$ cat src/hdl/i2cbm_pkg.sv
// Package for the byte-level I2C master.
// Holds the command codes, the timer width, the configuration and result types.
// Used by every file in hdl/.
package i2cbm_pkg;

  localparam int TIMER_W   = 16;
  localparam int UNIT_W    = 16;
  localparam int PHASE_W   = 5;
  localparam int OUT_DW    = 16;
  localparam int IN_DW     = 16;
  localparam int CFG_IW    = 2;
  localparam int CFG_DW    = 16;

  typedef enum logic [2:0] {
    OP_IDLE  = 3'd0,
    OP_START = 3'd1,
    OP_STOP  = 3'd2,
    OP_WRITE = 3'd3,
    OP_READ  = 3'd4,
    OP_ACK   = 3'd5,
    OP_NAK   = 3'd6,
    OP_RSVD  = 3'd7
  } op_t;

  typedef enum logic [CFG_IW-1:0] {
    REG_UNIT_TICKS  = 2'd0,
    REG_START_STOP  = 2'd1,
    REG_ACK_POLL    = 2'd2,
    REG_NONE        = 2'd3
  } reg_idx_t;

  typedef struct packed {
    logic [UNIT_W-1:0]  unit_ticks;
    logic [3:0]         start_stop_units;
    logic [7:0]         ack_poll_limit;
  } cfg_t;

  // Packed so that the last field lands in bit 0.
  typedef struct packed {
    logic       pad;
    logic       cmd_done;
    logic       slave_acked;
    logic       read_valid;
    logic [7:0] read_byte;
    logic       busy_res;
    logic       sda_drive;
    logic       sda_level;
    logic       scl_level;
  } res_t;

endpackage

$ cat src/hdl/i2c_byte_master.sv
// Top level of the byte-level I2C master: request and result streams, register port.
// Instantiates i2cbm_core and i2cbm_skid; depends on i2cbm_pkg.
//
// Usage:
//   in_*   request stream. in_tuser is the command (tick, start, stop, write,
//          read, ack, nak); in_tdata carries the write byte and the SDA sample.
//          Every request, ticks included, advances the bus timing by one tick.
//   out_*  result stream, one result per request: pin levels, busy, last read
//          byte, read and command completion strobes, slave acknowledge.
//   cfg_*  register writes (unit ticks, start/stop hold units, ack poll limit);
//          always ready, write only while the stream is idle.
// Output: each result is registered in i2cbm_skid before it appears on out_*.
// Throughput: one request per cycle while in_tready is high; single-pass sequencer.
// Reset: bus released with SCL and SDA high, sequencer idle, registers at
//   their defaults, both streams empty.
// Stall: a skid stage holds one more result while out_tready is low, after
//   which in_tready drops until the receiver takes a result.
module i2c_byte_master (
  input  logic                            clk,
  input  logic                            rst_n,
  input  logic                            in_tvalid,
  output logic                            in_tready,
  input  logic [i2cbm_pkg::IN_DW-1:0]     in_tdata,   // wr_byte[7:0], sda_sample[8]
  input  logic [2:0]                      in_tuser,   // cmd[2:0]
  output logic                            out_tvalid,
  input  logic                            out_tready,
  output logic [i2cbm_pkg::OUT_DW-1:0]    out_tdata,  // scl_level, sda_level, sda_drive,
                                                      // busy_res, read_byte[7:0],
                                                      // read_valid, slave_acked, cmd_done
  input  logic                            cfg_valid,
  output logic                            cfg_ready,
  input  logic [i2cbm_pkg::CFG_IW-1:0]    cfg_index,
  input  logic [i2cbm_pkg::CFG_DW-1:0]    cfg_data
);

  i2cbm_pkg::cfg_t cfg_r;
  i2cbm_pkg::res_t res;
  i2cbm_pkg::res_t out_res;
  logic            acc;

  assign cfg_ready = 1'b1;
  assign acc       = in_tvalid && in_tready;
  assign out_tdata = i2cbm_pkg::OUT_DW'(out_res);

  always_ff @(posedge clk) begin
    if (!rst_n) begin
      cfg_r.unit_ticks       <= i2cbm_pkg::UNIT_W'(5);
      cfg_r.start_stop_units <= 4'd3;
      cfg_r.ack_poll_limit   <= 8'd50;
    end else if (cfg_valid && cfg_ready) begin
      unique case (i2cbm_pkg::reg_idx_t'(cfg_index))
        i2cbm_pkg::REG_UNIT_TICKS: cfg_r.unit_ticks       <= cfg_data[i2cbm_pkg::UNIT_W-1:0];
        i2cbm_pkg::REG_START_STOP: cfg_r.start_stop_units <= cfg_data[3:0];
        i2cbm_pkg::REG_ACK_POLL:   cfg_r.ack_poll_limit   <= cfg_data[7:0];
        default: ;
      endcase
    end
  end

  i2cbm_core u_core (
    .clk        (clk),
    .rst_n      (rst_n),
    .acc        (acc),
    .cmd        (in_tuser),
    .wr_byte    (in_tdata[7:0]),
    .sda_sample (in_tdata[8]),
    .cfg        (cfg_r),
    .res        (res)
  );

  i2cbm_skid u_skid (
    .clk       (clk),
    .rst_n     (rst_n),
    .res_valid (acc),
    .res       (res),
    .res_ready (in_tready),
    .out_valid (out_tvalid),
    .out_ready (out_tready),
    .out_res   (out_res)
  );

endmodule

$ cat src/hdl/i2cbm_core.sv
// Command sequencer of the byte-level I2C master: pin state, timers, shifter.
// Computes one result per accepted request in a single pass.
// Depends on i2cbm_pkg.
module i2cbm_core (
  input  logic                clk,
  input  logic                rst_n,
  input  logic                acc,
  input  logic [2:0]          cmd,
  input  logic [7:0]          wr_byte,
  input  logic                sda_sample,
  input  i2cbm_pkg::cfg_t     cfg,
  output i2cbm_pkg::res_t     res
);

  localparam logic [63:0] TMAX64 = (64'd1 << i2cbm_pkg::TIMER_W) - 64'd1;

  i2cbm_pkg::op_t                 op_r, op_nxt;
  logic [i2cbm_pkg::PHASE_W-1:0]  ph_r, ph_nxt;
  logic [3:0]                     bi_r, bi_nxt;
  logic [7:0]                     sh_r, sh_nxt;
  logic [i2cbm_pkg::TIMER_W-1:0]  tm_r, tm_nxt;
  logic [7:0]                     pc_r, pc_nxt;
  logic                           scl_r, scl_nxt;
  logic                           sda_r, sda_nxt;
  logic                           oe_r, oe_nxt;
  logic                           ack_r, ack_nxt;
  logic [7:0]                     rd_r, rd_nxt;

  logic [i2cbm_pkg::PHASE_W-1:0]  p;
  logic [i2cbm_pkg::UNIT_W-1:0]   u_sat;
  logic [i2cbm_pkg::TIMER_W-1:0]  eff;
  logic [i2cbm_pkg::TIMER_W-1:0]  tm_dec;
  logic [3:0]                     hold;
  logic [3:0]                     bi_inc;
  logic                           act_en;
  logic                           cmd_ok;
  logic                           done;
  logic                           rnow;

  assign u_sat = (64'(cfg.unit_ticks) > TMAX64) ? i2cbm_pkg::UNIT_W'(TMAX64) : cfg.unit_ticks;
  assign eff  = (cfg.unit_ticks == '0) ? i2cbm_pkg::TIMER_W'(1) : i2cbm_pkg::TIMER_W'(u_sat);
  assign hold = (cfg.start_stop_units == 4'd0) ? 4'd0 : cfg.start_stop_units - 4'd1;
  assign cmd_ok = (cmd >= 3'(i2cbm_pkg::OP_START)) && (cmd <= 3'(i2cbm_pkg::OP_NAK));

  always_comb begin
    op_nxt  = op_r;
    ph_nxt  = ph_r;
    bi_nxt  = bi_r;
    sh_nxt  = sh_r;
    tm_nxt  = tm_r;
    pc_nxt  = pc_r;
    scl_nxt = scl_r;
    sda_nxt = sda_r;
    oe_nxt  = oe_r;
    ack_nxt = ack_r;
    rd_nxt  = rd_r;
    act_en  = 1'b0;
    done    = 1'b0;
    rnow    = 1'b0;
    p       = '0;
    bi_inc  = '0;
    tm_dec  = (tm_r != '0) ? tm_r - i2cbm_pkg::TIMER_W'(1) : tm_r;

    if (op_r == i2cbm_pkg::OP_IDLE) begin
      if (cmd_ok) begin
        op_nxt = i2cbm_pkg::op_t'(cmd);
        ph_nxt = '0;
        bi_nxt = '0;
        pc_nxt = '0;
        if (op_nxt == i2cbm_pkg::OP_WRITE) sh_nxt = wr_byte;
        if (op_nxt == i2cbm_pkg::OP_READ)  sh_nxt = '0;
        act_en = 1'b1;
      end
    end else begin
      tm_nxt = tm_dec;
      if (tm_dec == '0) begin
        if ((op_r == i2cbm_pkg::OP_START || op_r == i2cbm_pkg::OP_STOP) && bi_r != 4'd0) begin
          bi_nxt = bi_r - 4'd1;
          tm_nxt = eff;
        end else begin
          act_en = 1'b1;
        end
      end
    end

    if (act_en) begin
      p      = ph_nxt;
      ph_nxt = p + 5'd1;
      bi_inc = bi_nxt + 4'd1;
      unique case (op_nxt)
        i2cbm_pkg::OP_START: begin
          if (p == 5'd0) begin
            oe_nxt = 1'b1; sda_nxt = 1'b1; scl_nxt = 1'b1; tm_nxt = eff; bi_nxt = hold;
          end else if (p == 5'd1) begin
            sda_nxt = 1'b0; tm_nxt = eff; bi_nxt = hold;
          end else if (p == 5'd2) begin
            scl_nxt = 1'b0; tm_nxt = eff; bi_nxt = hold;
          end else begin
            done = 1'b1;
          end
        end
        i2cbm_pkg::OP_STOP: begin
          if (p == 5'd0) begin
            oe_nxt = 1'b1; sda_nxt = 1'b0; scl_nxt = 1'b1; tm_nxt = eff; bi_nxt = hold;
          end else if (p == 5'd1) begin
            sda_nxt = 1'b1; tm_nxt = eff; bi_nxt = hold;
          end else begin
            oe_nxt = 1'b0; done = 1'b1;
          end
        end
        i2cbm_pkg::OP_ACK, i2cbm_pkg::OP_NAK: begin
          if (p == 5'd0) begin
            oe_nxt = 1'b1; sda_nxt = (op_nxt == i2cbm_pkg::OP_NAK); tm_nxt = eff;
          end else if (p == 5'd1) begin
            scl_nxt = 1'b1; tm_nxt = eff;
          end else if (p == 5'd2) begin
            scl_nxt = 1'b0; tm_nxt = eff;
          end else begin
            done = 1'b1;
          end
        end
        i2cbm_pkg::OP_WRITE: begin
          if (p == 5'd0) begin
            oe_nxt = 1'b1; sda_nxt = sh_nxt[7]; sh_nxt = {sh_nxt[6:0], 1'b0}; tm_nxt = eff;
          end else if (p == 5'd1) begin
            scl_nxt = 1'b1; tm_nxt = eff;
          end else if (p == 5'd2) begin
            scl_nxt = 1'b0; tm_nxt = eff; bi_nxt = bi_inc;
            ph_nxt = (bi_inc < 4'd8) ? 5'd0 : 5'd3;
          end else if (p == 5'd3) begin
            oe_nxt = 1'b0; sda_nxt = 1'b1; tm_nxt = eff;
          end else if (p == 5'd4) begin
            scl_nxt = 1'b1; pc_nxt = '0; tm_nxt = eff;
          end else if (p == 5'd5) begin
            if (pc_nxt < cfg.ack_poll_limit && !sda_sample) begin
              ack_nxt = 1'b1; scl_nxt = 1'b0; tm_nxt = eff;
            end else if (pc_nxt >= cfg.ack_poll_limit) begin
              ack_nxt = 1'b0; scl_nxt = 1'b0; tm_nxt = eff;
            end else begin
              pc_nxt = pc_nxt + 8'd1; tm_nxt = eff; ph_nxt = 5'd5;
            end
          end else begin
            oe_nxt = 1'b1; done = 1'b1;
          end
        end
        i2cbm_pkg::OP_READ: begin
          if (p == 5'd0) begin
            oe_nxt = 1'b0; tm_nxt = eff;
          end else if (p == 5'd1) begin
            scl_nxt = 1'b1; sh_nxt = {sh_nxt[6:0], sda_sample}; tm_nxt = eff;
          end else if (p == 5'd2) begin
            scl_nxt = 1'b0; tm_nxt = eff; bi_nxt = bi_inc;
            ph_nxt = (bi_inc < 4'd8) ? 5'd0 : 5'd3;
          end else begin
            rd_nxt = sh_nxt; rnow = 1'b1; done = 1'b1;
          end
        end
        default: begin
          done = 1'b1;
        end
      endcase
      if (done) begin
        op_nxt = i2cbm_pkg::OP_IDLE;
        ph_nxt = '0;
      end
    end
  end

  always_ff @(posedge clk) begin
    if (!rst_n) begin
      op_r  <= i2cbm_pkg::OP_IDLE;
      ph_r  <= '0;
      bi_r  <= '0;
      sh_r  <= '0;
      tm_r  <= '0;
      pc_r  <= '0;
      scl_r <= 1'b1;
      sda_r <= 1'b1;
      oe_r  <= 1'b0;
      ack_r <= 1'b0;
      rd_r  <= '0;
    end else if (acc) begin
      op_r  <= op_nxt;
      ph_r  <= ph_nxt;
      bi_r  <= bi_nxt;
      sh_r  <= sh_nxt;
      tm_r  <= tm_nxt;
      pc_r  <= pc_nxt;
      scl_r <= scl_nxt;
      sda_r <= sda_nxt;
      oe_r  <= oe_nxt;
      ack_r <= ack_nxt;
      rd_r  <= rd_nxt;
    end
  end

  always_comb begin
    res             = '0;
    res.scl_level   = scl_nxt;
    res.sda_level   = sda_nxt;
    res.sda_drive   = oe_nxt;
    res.busy_res    = (op_nxt != i2cbm_pkg::OP_IDLE);
    res.read_byte   = rd_nxt;
    res.read_valid  = rnow;
    res.slave_acked = ack_nxt;
    res.cmd_done    = done;
  end

endmodule

$ cat src/hdl/i2cbm_skid.sv
// Output register with a skid stage for the I2C master result stream.
// Takes a new result while the previous one waits on a stalled receiver.
// Depends on i2cbm_pkg.
module i2cbm_skid (
  input  logic             clk,
  input  logic             rst_n,
  input  logic             res_valid,
  input  i2cbm_pkg::res_t  res,
  output logic             res_ready,
  output logic             out_valid,
  input  logic             out_ready,
  output i2cbm_pkg::res_t  out_res
);

  logic            main_vld_r;
  logic            skid_vld_r;
  i2cbm_pkg::res_t main_r;
  i2cbm_pkg::res_t skid_r;

  assign res_ready = !skid_vld_r;
  assign out_valid = main_vld_r;
  assign out_res   = main_r;

  always_ff @(posedge clk) begin
    if (!rst_n) begin
      main_vld_r <= 1'b0;
      skid_vld_r <= 1'b0;
    end else if (!main_vld_r || out_ready) begin
      if (skid_vld_r) begin
        main_vld_r <= 1'b1;
        skid_vld_r <= 1'b0;
      end else begin
        main_vld_r <= res_valid;
      end
    end else if (res_valid && res_ready) begin
      skid_vld_r <= 1'b1;
    end
  end

  always_ff @(posedge clk) begin
    if (!main_vld_r || out_ready) begin
      main_r <= skid_vld_r ? skid_r : res;
    end else if (res_valid && res_ready) begin
      skid_r <= res;
    end
  end

endmodule

$ cat config.mk
export PLATFORM = sky130hd
export DESIGN_NAME = i2c_byte_master
export DESIGN_NICKNAME = d
export VERILOG_FILES = /design/src/hdl/i2cbm_pkg.sv /design/src/hdl/i2c_byte_master.sv /design/src/hdl/i2cbm_core.sv /design/src/hdl/i2cbm_skid.sv
export SDC_FILE = /design/constraint.sdc
export NUM_CORES = 1
export LEC_CHECK = 0
export BUFFER_PORTS_ARGS = -buffer_cell sky130_fd_sc_hd__buf_2
export CAP_MARGIN = 20
export CORE_MARGIN = 4
export CORE_UTILIZATION = 40
export CTS_CLUSTER_SIZE = 14
export DETAILED_ROUTE_END_ITERATION = 8
export REMOVE_ABC_BUFFERS = 1
export SETUP_SLACK_MARGIN = 0.2
export SKIP_LAST_GASP = 1
export SYNTH_ARGS = -nofsm -noshare
export SYNTH_HDL_FRONTEND = slang
export SYNTH_HIERARCHICAL = 1
export SYNTH_SLANG_ARGS = --single-unit
export TNS_END_PERCENT = 100
$ cat constraint.sdc
create_clock -name clk -period 5.3 [get_ports clk]
set_input_delay 0.53 -clock clk [delete_from_list [all_inputs] [get_ports clk]]
set_output_delay 0.53 -clock clk [all_outputs]
set_load 0.02 [all_outputs]
==> results.cfg, run 1 <==
[routing]
num_vias = 7087
wl_met2_um = 9572
drt-vias-per-instance = 5.976
wl_per_cell_um = 18.07
first_pass_iters = 6
drc = 0
wl_met3_um = 1677
drtIter0Drc = 729
drt-met1-wl_um = 9925
ant_nets = 0
top_layer = met4
drt-total-wl_um = 21430

[yosys]
ys_ff_latch = 118
async_flop_share_pct = 0
synth_edf_count = 32
netlist_area_um2 = 7632
syn-mean-instance-area_um2 = 8.406
synth_cell_types = 83
synth_warnings = 6
synth_top_flop_cell = dfxtp_1
seq_area_frac_synth_pct = 35.15
syn_inst = 908

[run_status]
status = finished, final reports clean

[cts]
cts_max_path_buffers = 2
post_cts_resize_count = 0
post_cts_buffers = 0
path_clk_slew_ps = 60
cts_max_level = 4
clkSinkCount = 118
cts_tree = built
clk_latency_ps = 420
cts_buffers = 17
holdBufCountCts = 0
root_buffer = clkbuf_16

[setup_path]
slowest_delay_ps = 660
worstSetupStartpointType = flop
end_kind = flop
timing.rr.start = u_core/tm_r[0]$_SDFFE_PN0P_
critical_path_class = flop to flop
reg2reg_depth = 11
startpoint = u_core/tm_r[0]$_SDFFE_PN0P_
critical_path_depth = 11
reg2reg_slack_ps = 680
cpMostUsedCell = mux2_2
path_cells = inv_1 > ha_1 > or4b_1 > nor3_1 > mux2_2 > a211oi_1 > nand3_1 > o31a_1 > nor4_4 > mux2_2 > mux2_4
crit_buf_inv = 1
cp.arrival_ps = 4790
cp_slowest_cell = nor4_4
cp_top_family = simple AND/OR/NAND/NOR gates
cp_data_required_time_ps = 5470
r2r-end = u_skid/out_res[9]$_DFFE_PP_
crit_fanout = 9
crit_path_end = u_skid/out_res[9]$_DFFE_PP_

[global_route]
grt_pass1_wl_um = 34970
grt_util_all_layers_pct = 19.77
grt_pass1_vias = 6632
grt_start_max_net_pins = 63
antenna_found_initial = 0
grt_overflow = 0

[floorplan]
dieArea_um2 = 21360
die_h_um = 146.1
num_rows = 50
dieWidth_um = 146.1
start_util_pct = 40.80
core_um2 = 18710
io-pin-count = 61

[power]
irDropWorstVdd_v = 0.0002492
p_leak_nw = 3.508
p_per_area_nw_per_um2 = 377.8

[sta]
slew_viol_final = 0
grt_setup_unrepaired = false
slew_headroom_pct = 31.12
worstMarginPinSlew_ps = 1032
setup_tns_ps = 0
hold_viol_final = 0
max_freq_mhz = 216.6
clock_skew_ps = 11.77
setup_ws_ps = 682.5
setup_viol = 0
period_minus_slack_ps = 4617
fin_crit_sh_pct = 87.12

[place]
numPlacedInstances = 1154
post-place-ws_ps = 653.5
place_congestion = 0.9281
io_buffer_count = 52
dpl.hpwl_um = 15040

[finish]
areaGrowthSynthToFinish_pct = 13.23
layout.nets = 999
fill_cells = 1871
antenna-diode-count = 0
drive_above_1_share_pct = 17.65
fin_cells = 1186

[flow_run]
maxCapViolations = 0

[hold_path]
hp-class = input port to flop
==> cell usage in the layout (no fill, tap or decap), types with 8 or more instances in the layout <==
cell       synthesis  layout
a211oi_1          10      10
a21oi_1           51      51
a22o_1             8       8
a31oi_1           15      15
and2_1            12      11
and3_1             8       8
buf_2              2      52
buf_4              8      24
clkbuf_16          0      17
dfxtp_1           86      86
edfxtp_1          32      32
ha_1              18      18
inv_1             35      35
mux2_2            22      22
mux2i_1           28      28
nand2_1          107     107
nand3_1           38      38
nand4_1           14      14
nor2_1            72      72
nor2b_1            8       8
nor3_1            29      29
nor4_1            15      15
o211a_1           10      10
o21ai_0           50      50
or2_2             10      10
or3_1              9       9
xnor2_1            8       8
==> state kept, by name, summed over array words and instances (netlist names) <==
signal,count
u_core/tm_r,16
u_core/rd_r,8
cfg_r,28
u_skid/out_valid,1
u_core/oe_r,1
u_core/ph_r,5
u_skid/skid_vld_r,1
u_core/pc_r,8
u_skid/skid_r,16
u_core/scl_r,1
u_core/sh_r,8
u_core/sda_r,1
u_core/ack_r,1
u_skid/out_res,16
u_core/op_r,3
u_core/bi_r,4
==> power breakdown <==
| part | leakage, nW | internal [mW] | switching, mW |
|---|---|---|---|
| Combinational | 2.18 | 0.363 | 0.626 |
| Clock | 0.297 | 0.714 | 0.492 |
| Sequential | 1.03 | 1.00 | 0.0649 |
| Total | 3.51 | 2.08 | 1.18 |
==> synth_stat cells, drive strengths merged, types with 6 or more instances <==
library cell | number | area (µm²)
clkbuf | 45 | 168.9
dfxtp | 86 | 1722
xnor2 | 8 | 70.07
o21a | 7 | 52.55
a211oi | 10 | 75.07
a22oi | 6 | 45.04
o21ai | 51 | 255.2
inv | 35 | 131.4
nand4 | 14 | 87.58
mux2i | 28 | 280.3
nand2 | 108 | 407.9
a31oi | 15 | 93.84
nor3 | 29 | 145.1
nand4b | 7 | 61.31
a22o | 8 | 70.07
nand2b | 7 | 43.79
nor3b | 8 | 76.32
nand3 | 38 | 190.2
nor2 | 73 | 276.5
and2 | 13 | 81.33
edfxtp | 32 | 960.9
o31ai | 6 | 45.04
o211ai | 7 | 57.55
and3 | 8 | 50.05
buf | 19 | 173.9
a21o | 7 | 52.55
a21oi | 51 | 255.2
nor4 | 17 | 136.4
mux2 | 29 | 352.8
or3 | 9 | 56.30
nor2b | 8 | 50.05
or2 | 10 | 62.56
a222oi | 6 | 60.06
o22ai | 6 | 37.54
o211a | 10 | 100.1
ha | 18 | 225.2
==> metrics by stage <==
step | cell area, µm² | util [%] | power [mW] | hold slack (ps)
finish | 8642 | 46.20 | 3.265 | 347.9
global route | 8642 | 46.20 | 3.422 | 358.3
CTS | 8642 | 46.20 | 3.270 | 339.6
detailed placement | 8034 | 42.95 | 2.054 | 458.9
global placement | 8034 | 42.95 | 2.048 | 450.0
floorplan | 7289 | - | 1.740 | 438.2
==> how the worst min path moves through the flow <==
stage                                startpoint                endpoint  slack [ps]  cells after the start
after global placement    cfg_r[6]$_SDFFE_PN0P_   cfg_r[6]$_SDFFE_PN0P_         450                      2
after global routing               cfg_data[11]  cfg_r[23]$_SDFFE_PN0P_         360                      3
final                              cfg_data[12]  cfg_r[24]$_SDFFE_PN0P_         350                      3
after detailed placement  cfg_r[3]$_SDFFE_PN0P_   cfg_r[3]$_SDFFE_PN0P_         460                      2
after CTS                          cfg_data[12]  cfg_r[24]$_SDFFE_PN0P_         340                      3
after floorplan           cfg_r[2]$_SDFFE_PN0P_   cfg_r[2]$_SDFFE_PN0P_         440                      2
==> kinds of logic after synthesis <==
family          Yosys count  synth area share [%]
flops                   118                 35.15
buf+inv                  99                 6.213
compound gates          238                 21.69
other cells               2               0.09840
simple gates            366                 24.46
fa+ha+maj                18                 2.951
xor+xnor                 10                 1.148
mux                      57                 8.295
==> layout make-up <==
cell class / instances / area, µm² / area share (%)
multi-input combinational: 691 / 4487 / 51.92
sequential: 118 / 2683 / 31.04
timing repair buffer: 76 / 440.4 / 5.096
clock buffer: 17 / 425.4 / 4.923
tap: 234 / 292.8 / 3.388
clock inverter: 15 / 182.7 / 2.114
inverter: 35 / 131.4 / 1.520
==> per-layer routing <==
layer	up-vias	track usage [%]
li1	3439	-
met1	3337	27.88
met2	289	30.93
met3	22	4.345
met4	0	4.798
met5	-	0
==> worst min-delay path: stages <==
cell,delay [ps]
buf_2,90
nand2_1,40
mux2i_1,50
Note: power is estimated with default switching activity, not from simulation.
==> run 2, diff against run 1 <==
- CORE_UTILIZATION: 40 -> 50
- PLACE_DENSITY: not set -> 0.68
==> run 2 against run 1 <==
  * Combinational power fell by 2.0%
  * Sequential share of layout area rose by 0.50 points
  * Clock skew fell by 3.1 ps
  * Flip-flop and latch count did not move
  * Routed wire length fell by 4.5%
  * Largest power group unchanged
  * Setup slack improved by 58 ps
  * Critical path type unchanged
  * Hold slack improved by 4.4 ps
==> results.cfg, run 2 (synthesis results as in run 1) <==
[run_status]
status = finished, final reports clean

[floorplan]
io-pin-count = 61
die_h_um = 131.6
start_util_pct = 51.73
num_rows = 44
dieArea_um2 = 17310
dieWidth_um = 131.6
core_um2 = 14750

[routing]
drc = 0
num_vias = 7040
drtIter0Drc = 713
drt-vias-per-instance = 6.219
ant_nets = 0
first_pass_iters = 7
wl_per_cell_um = 18.08
drt-total-wl_um = 20460

[power]
total_power_mw = 3.150
p_leak_nw = 3.462
irDropWorstVdd_v = 0.0002424
p_per_area_nw_per_um2 = 370.3

[global_route]
grtUsageMet1_pct = 33.41
grt_start_max_net_pins = 58
antenna_found_initial = 0
grt_use_met2_pct = 35.90
grt.busiest_layer = met2
grt_pass1_vias = 6467
met3_usage_pct = 4.969
grt_pass1_wl_um = 33580
grt_util_all_layers_pct = 23.54
grt_overflow = 0

[cts]
path_clk_slew_ps = 60
root_buffer = clkbuf_16
cts_max_level = 4
clk_latency_ps = 430
clkSinkCount = 118
cts_max_path_buffers = 2
cts_tree = built
cts_buffers = 17
post_cts_resize_count = 0
holdBufCountCts = 0
post_cts_buffers = 0

[setup_path]
slowest_delay_ps = 580
crit_fanout = 9
worstSetupStartpointType = flop
cpMostUsedCell = mux2_2
path_cells = inv_1 > ha_1 > or4b_1 > nor3_1 > mux2_2 > a211oi_1 > nand3_1 > o31a_1 > nor4_4 > buf_4 > mux2_2 > mux2_4
cp_slowest_cell = or4b_1
cp_data_required_time_ps = 5470
cp_top_family = simple AND/OR/NAND/NOR gates
end_kind = flop
crit_buf_inv = 2
timing.rr.start = u_core/tm_r[0]$_SDFFE_PN0P_
cp.arrival_ps = 4730
startpoint = u_core/tm_r[0]$_SDFFE_PN0P_
critical_path_class = flop to flop

[finish]
finish.utilization_pct = 57.65
fin_cells = 1132
top_register = cfg_r
drive_above_1_share_pct = 16.88
layout.nets = 995
final_common_cell = nand2_1
mostFrequentLayoutCells = 107 x nand2_1, 86 x dfxtp_1, 72 x nor2_1
antenna-diode-count = 0
largest_reg_flops = 28
areaGrowthSynthToFinish_pct = 11.44

[sta]
max_freq_mhz = 219.3
hold_ws_ps = 352.3
setup_tns_ps = 0
setup_viol = 0
worstMarginPinSlew_ps = 994.3
slew_viol_final = 0
fin_crit_sh_pct = 86.03
grt_setup_unrepaired = false
clock_skew_ps = 8.718
slew_headroom_pct = 33.62
hold_viol_final = 0
period_minus_slack_ps = 4560

[hold_path]
min_from = cfg_data[11]
hp-class = input port to flop

[place]
io_buffer_count = 52
dpl.hpwl_um = 14410
numPlacedInstances = 1099
place_congestion = 0.9338

[flow_run]
maxCapViolations = 0
[run 2: cell types whose count changed in the layout (fill, tap and decap cells not counted)]
cell	delta
clkinvlp_4	+2
buf_4	-4
clkbuf_1	+2
clkinv_1	+2
clkinv_2	+3
inv_8	-4
clkinv_4	-2
inv_6	-3
[run 2: through the flow]
stage          setup WS, ps  cell area [µm²]
2_1_floorplan         679.7             7289
3_3_place_gp          837.0             7934
3_5_place_dp          812.7             7934
4_1_cts               778.8             8498
5_1_grt               458.3             8506
6_report              740.2             8506
[run 2: cell type report]
type	instances	area, µm²
well taps	184	230.2
clock buffers	19	432.9
flip-flops and latches	118	2683
fillers	1349	6248
multi-input cells	691	4487
inverters	35	131.4
clock inverters	13	131.4
repair buffers	72	410.4
[run 2: worst register-to-register path, cell delays in order (launching register included)]
cell	delay, ps
dfxtp_1	370
inv_1	120
ha_1	250
or4b_1	580
nor3_1	190
mux2_2	360
a211oi_1	510
nand3_1	230
o31a_1	410
nor4_4	390
buf_4	250
mux2_2	380
mux2_4	270
[run 2: worst paths after layout]
kind / endpoint / slack (ps) / cells past startpoint
setup / recovery: u_skid/out_res[11]$_DFFE_PP_ / 740 / 12
hold reg to reg: cfg_r[2]$_SDFFE_PN0P_ / 460 / 2
hold / removal: cfg_r[23]$_SDFFE_PN0P_ / 350 / 3
setup reg to reg: u_skid/out_res[11]$_DFFE_PP_ / 740 / 12
[run 2: where the power goes]
group	switching [mW]	internal, mW
clock network	0.423	0.687
logic	0.613	0.356
registers	0.0647	1.01
total	1.10	2.05
[run 2: per-layer routing]
metal / share of wire [%] / vias up
met2: 45 / 265
met3: 6.7 / 24
li1: - / 3438
met5: 0 / -
met4: 1.6 / 0
met1: 47 / 3313
==> run 3, diff against run 2 <==
- CORE_UTILIZATION: 50 -> 61
- PLACE_DENSITY: 0.68 -> 0.81
==> run 3 against run 2 <==
  * Fmax is 0.95% lower
  * Non-clock buffer count is 4 lower
  * Setup slack worse by 44 ps
  * Critical path depth is 1 lower
  * Cell area is 0.50% lower
  * Sequential share of layout area is 0.16 points higher
  * Clock power hardly changed
  * Die area is 17% lower
  * Largest cell class unchanged
  * Highest routed layer unchanged
==> results.cfg, run 3 (synthesis results as in run 1) <==
[cts]
clk_latency_ps = 420
cts_tree = built
post_cts_buffers = 0
cts_max_path_buffers = 2
cts_max_level = 4
cts_buffers = 17
holdBufCountCts = 0
path_clk_slew_ps = 60
clkSinkCount = 118
root_buffer = clkbuf_16
post_cts_resize_count = 0

[power]
p_leak_nw = 3.453
irDropWorstVdd_v = 0.0002758
p_per_area_nw_per_um2 = 371.5

[global_route]
grt_util_all_layers_pct = 28.27
grt_start_max_net_pins = 51
grt_pass1_vias = 6570
grt_overflow = 0
grt_pass1_wl_um = 33110
antenna_found_initial = 0

[finish]
fin_cells = 1112
top_register = cfg_r
design_area_um2 = 8463
largest_reg_flops = 28
layout.nets = 991
antenna-diode-count = 0
drive_above_1_share_pct = 16.95
mostFrequentLayoutCells = 107 x nand2_1, 86 x dfxtp_1, 72 x nor2_1
final_common_cell = nand2_1
areaGrowthSynthToFinish_pct = 10.89

[run_status]
status = finished, final reports clean

[setup_path]
end_kind = flop
cp_data_required_time_ps = 5470
cp.arrival_ps = 4780
path_cells = inv_1 > ha_1 > or4b_1 > nor3_1 > mux2_2 > a211oi_1 > nand3_1 > o31a_1 > nor4_4 > mux2_2 > mux2_4
critical_path_class = flop to flop
worstSetupStartpointType = flop
cp_slowest_cell = nor4_4
cpMostUsedCell = mux2_2
slowest_delay_ps = 660
crit_fanout = 10

[routing]
first_pass_iters = 6
drt-vias-per-instance = 6.417
wl_per_cell_um = 18.11
num_vias = 7136
drtIter0Drc = 800
drt-total-wl_um = 20140
ant_nets = 0
drc = 0

[place]
dpl.hpwl_um = 14070
numPlacedInstances = 1080
post-place-ws_ps = 740.5
io_buffer_count = 52
place_congestion = 0.9377
placed_cell_area_um2 = 7891

[flow_run]
maxCapViolations = 0

[floorplan]
die_h_um = 119.9
dieWidth_um = 119.9
num_rows = 40
core_um2 = 12110
io-pin-count = 61
start_util_pct = 63.02
dieArea_um2 = 14370

[sta]
hold_viol_final = 0
setup_tns_ps = 0
grt_setup_unrepaired = false
fin_crit_sh_pct = 86.86
clock_skew_ps = 6.295
max_freq_mhz = 217.2
worstMarginPinSlew_ps = 1000
slew_headroom_pct = 33.26
period_minus_slack_ps = 4603
setup_viol = 0
slew_viol_final = 0
setup_ws_ps = 696.5

[hold_path]
hp-class = input port to flop
==> run 3: final cells by class <==
cell class              count  area (µm²)
multi-input cells         691        4487
fillers                  1020        3649
flip-flops and latches    118        2683
clock buffers              17       425.4
repair buffers             68       380.4
well taps                 168       210.2
clock inverters            15       146.4
inverters                  35       131.4
==> run 3: through the flow <==
stage          hold slack, ps  util [%]  power (mW)
2_1_floorplan           438.2         -       1.740
3_3_place_gp            449.5     65.16       2.002
3_5_place_dp            453.8     65.16       2.015
4_1_cts                 341.0     69.88       3.128
5_1_grt                 366.3     69.88       3.297
6_report                350.6     69.88       3.144
==> run 3: final timing paths <==
path,startpoint,endpoint,slack [ps],depth (start not counted)
worst max-delay path,u_core/tm_r[0]$_SDFFE_PN0P_,u_skid/out_res[10]$_DFFE_PP_,700,11
worst min register to register,cfg_r[7]$_SDFFE_PN0P_,cfg_r[7]$_SDFFE_PN0P_,460,2
worst min-delay path,cfg_data[9],cfg_r[21]$_SDFFE_PN0P_,350,3
worst max register to register,u_core/tm_r[0]$_SDFFE_PN0P_,u_skid/out_res[10]$_DFFE_PP_,700,11
==> run 3: worst max-delay path: cells and delay by family, from the launching register on <==
kind | cells | cell delay [ps]
simple gates | 4 | 1660
fa+ha+maj | 1 | 250
flops | 1 | 370
compound gates | 2 | 880
mux | 3 | 1070
buf+inv | 1 | 120
==> run 3: power by group <==
part           total [mW]  leakage [nW]  internal [mW]  switching (mW)
Combinational       0.961          2.15          0.351           0.610
Clock                1.11         0.281          0.655           0.457
Sequential           1.07          1.03           1.01          0.0665
==> run 3: per-layer routing <==
| layer | GRT usage, % | vias up | routed length [µm] |
|---|---|---|---|
| li1 | - | 3415 | - |
| met1 | 37.84 | 3286 | 8590 |
| met2 | 45.02 | 399 | 9112 |
| met3 | 7.399 | 36 | 2084 |
| met4 | 8.518 | 0 | 352 |
| met5 | 0 | - | 0 |
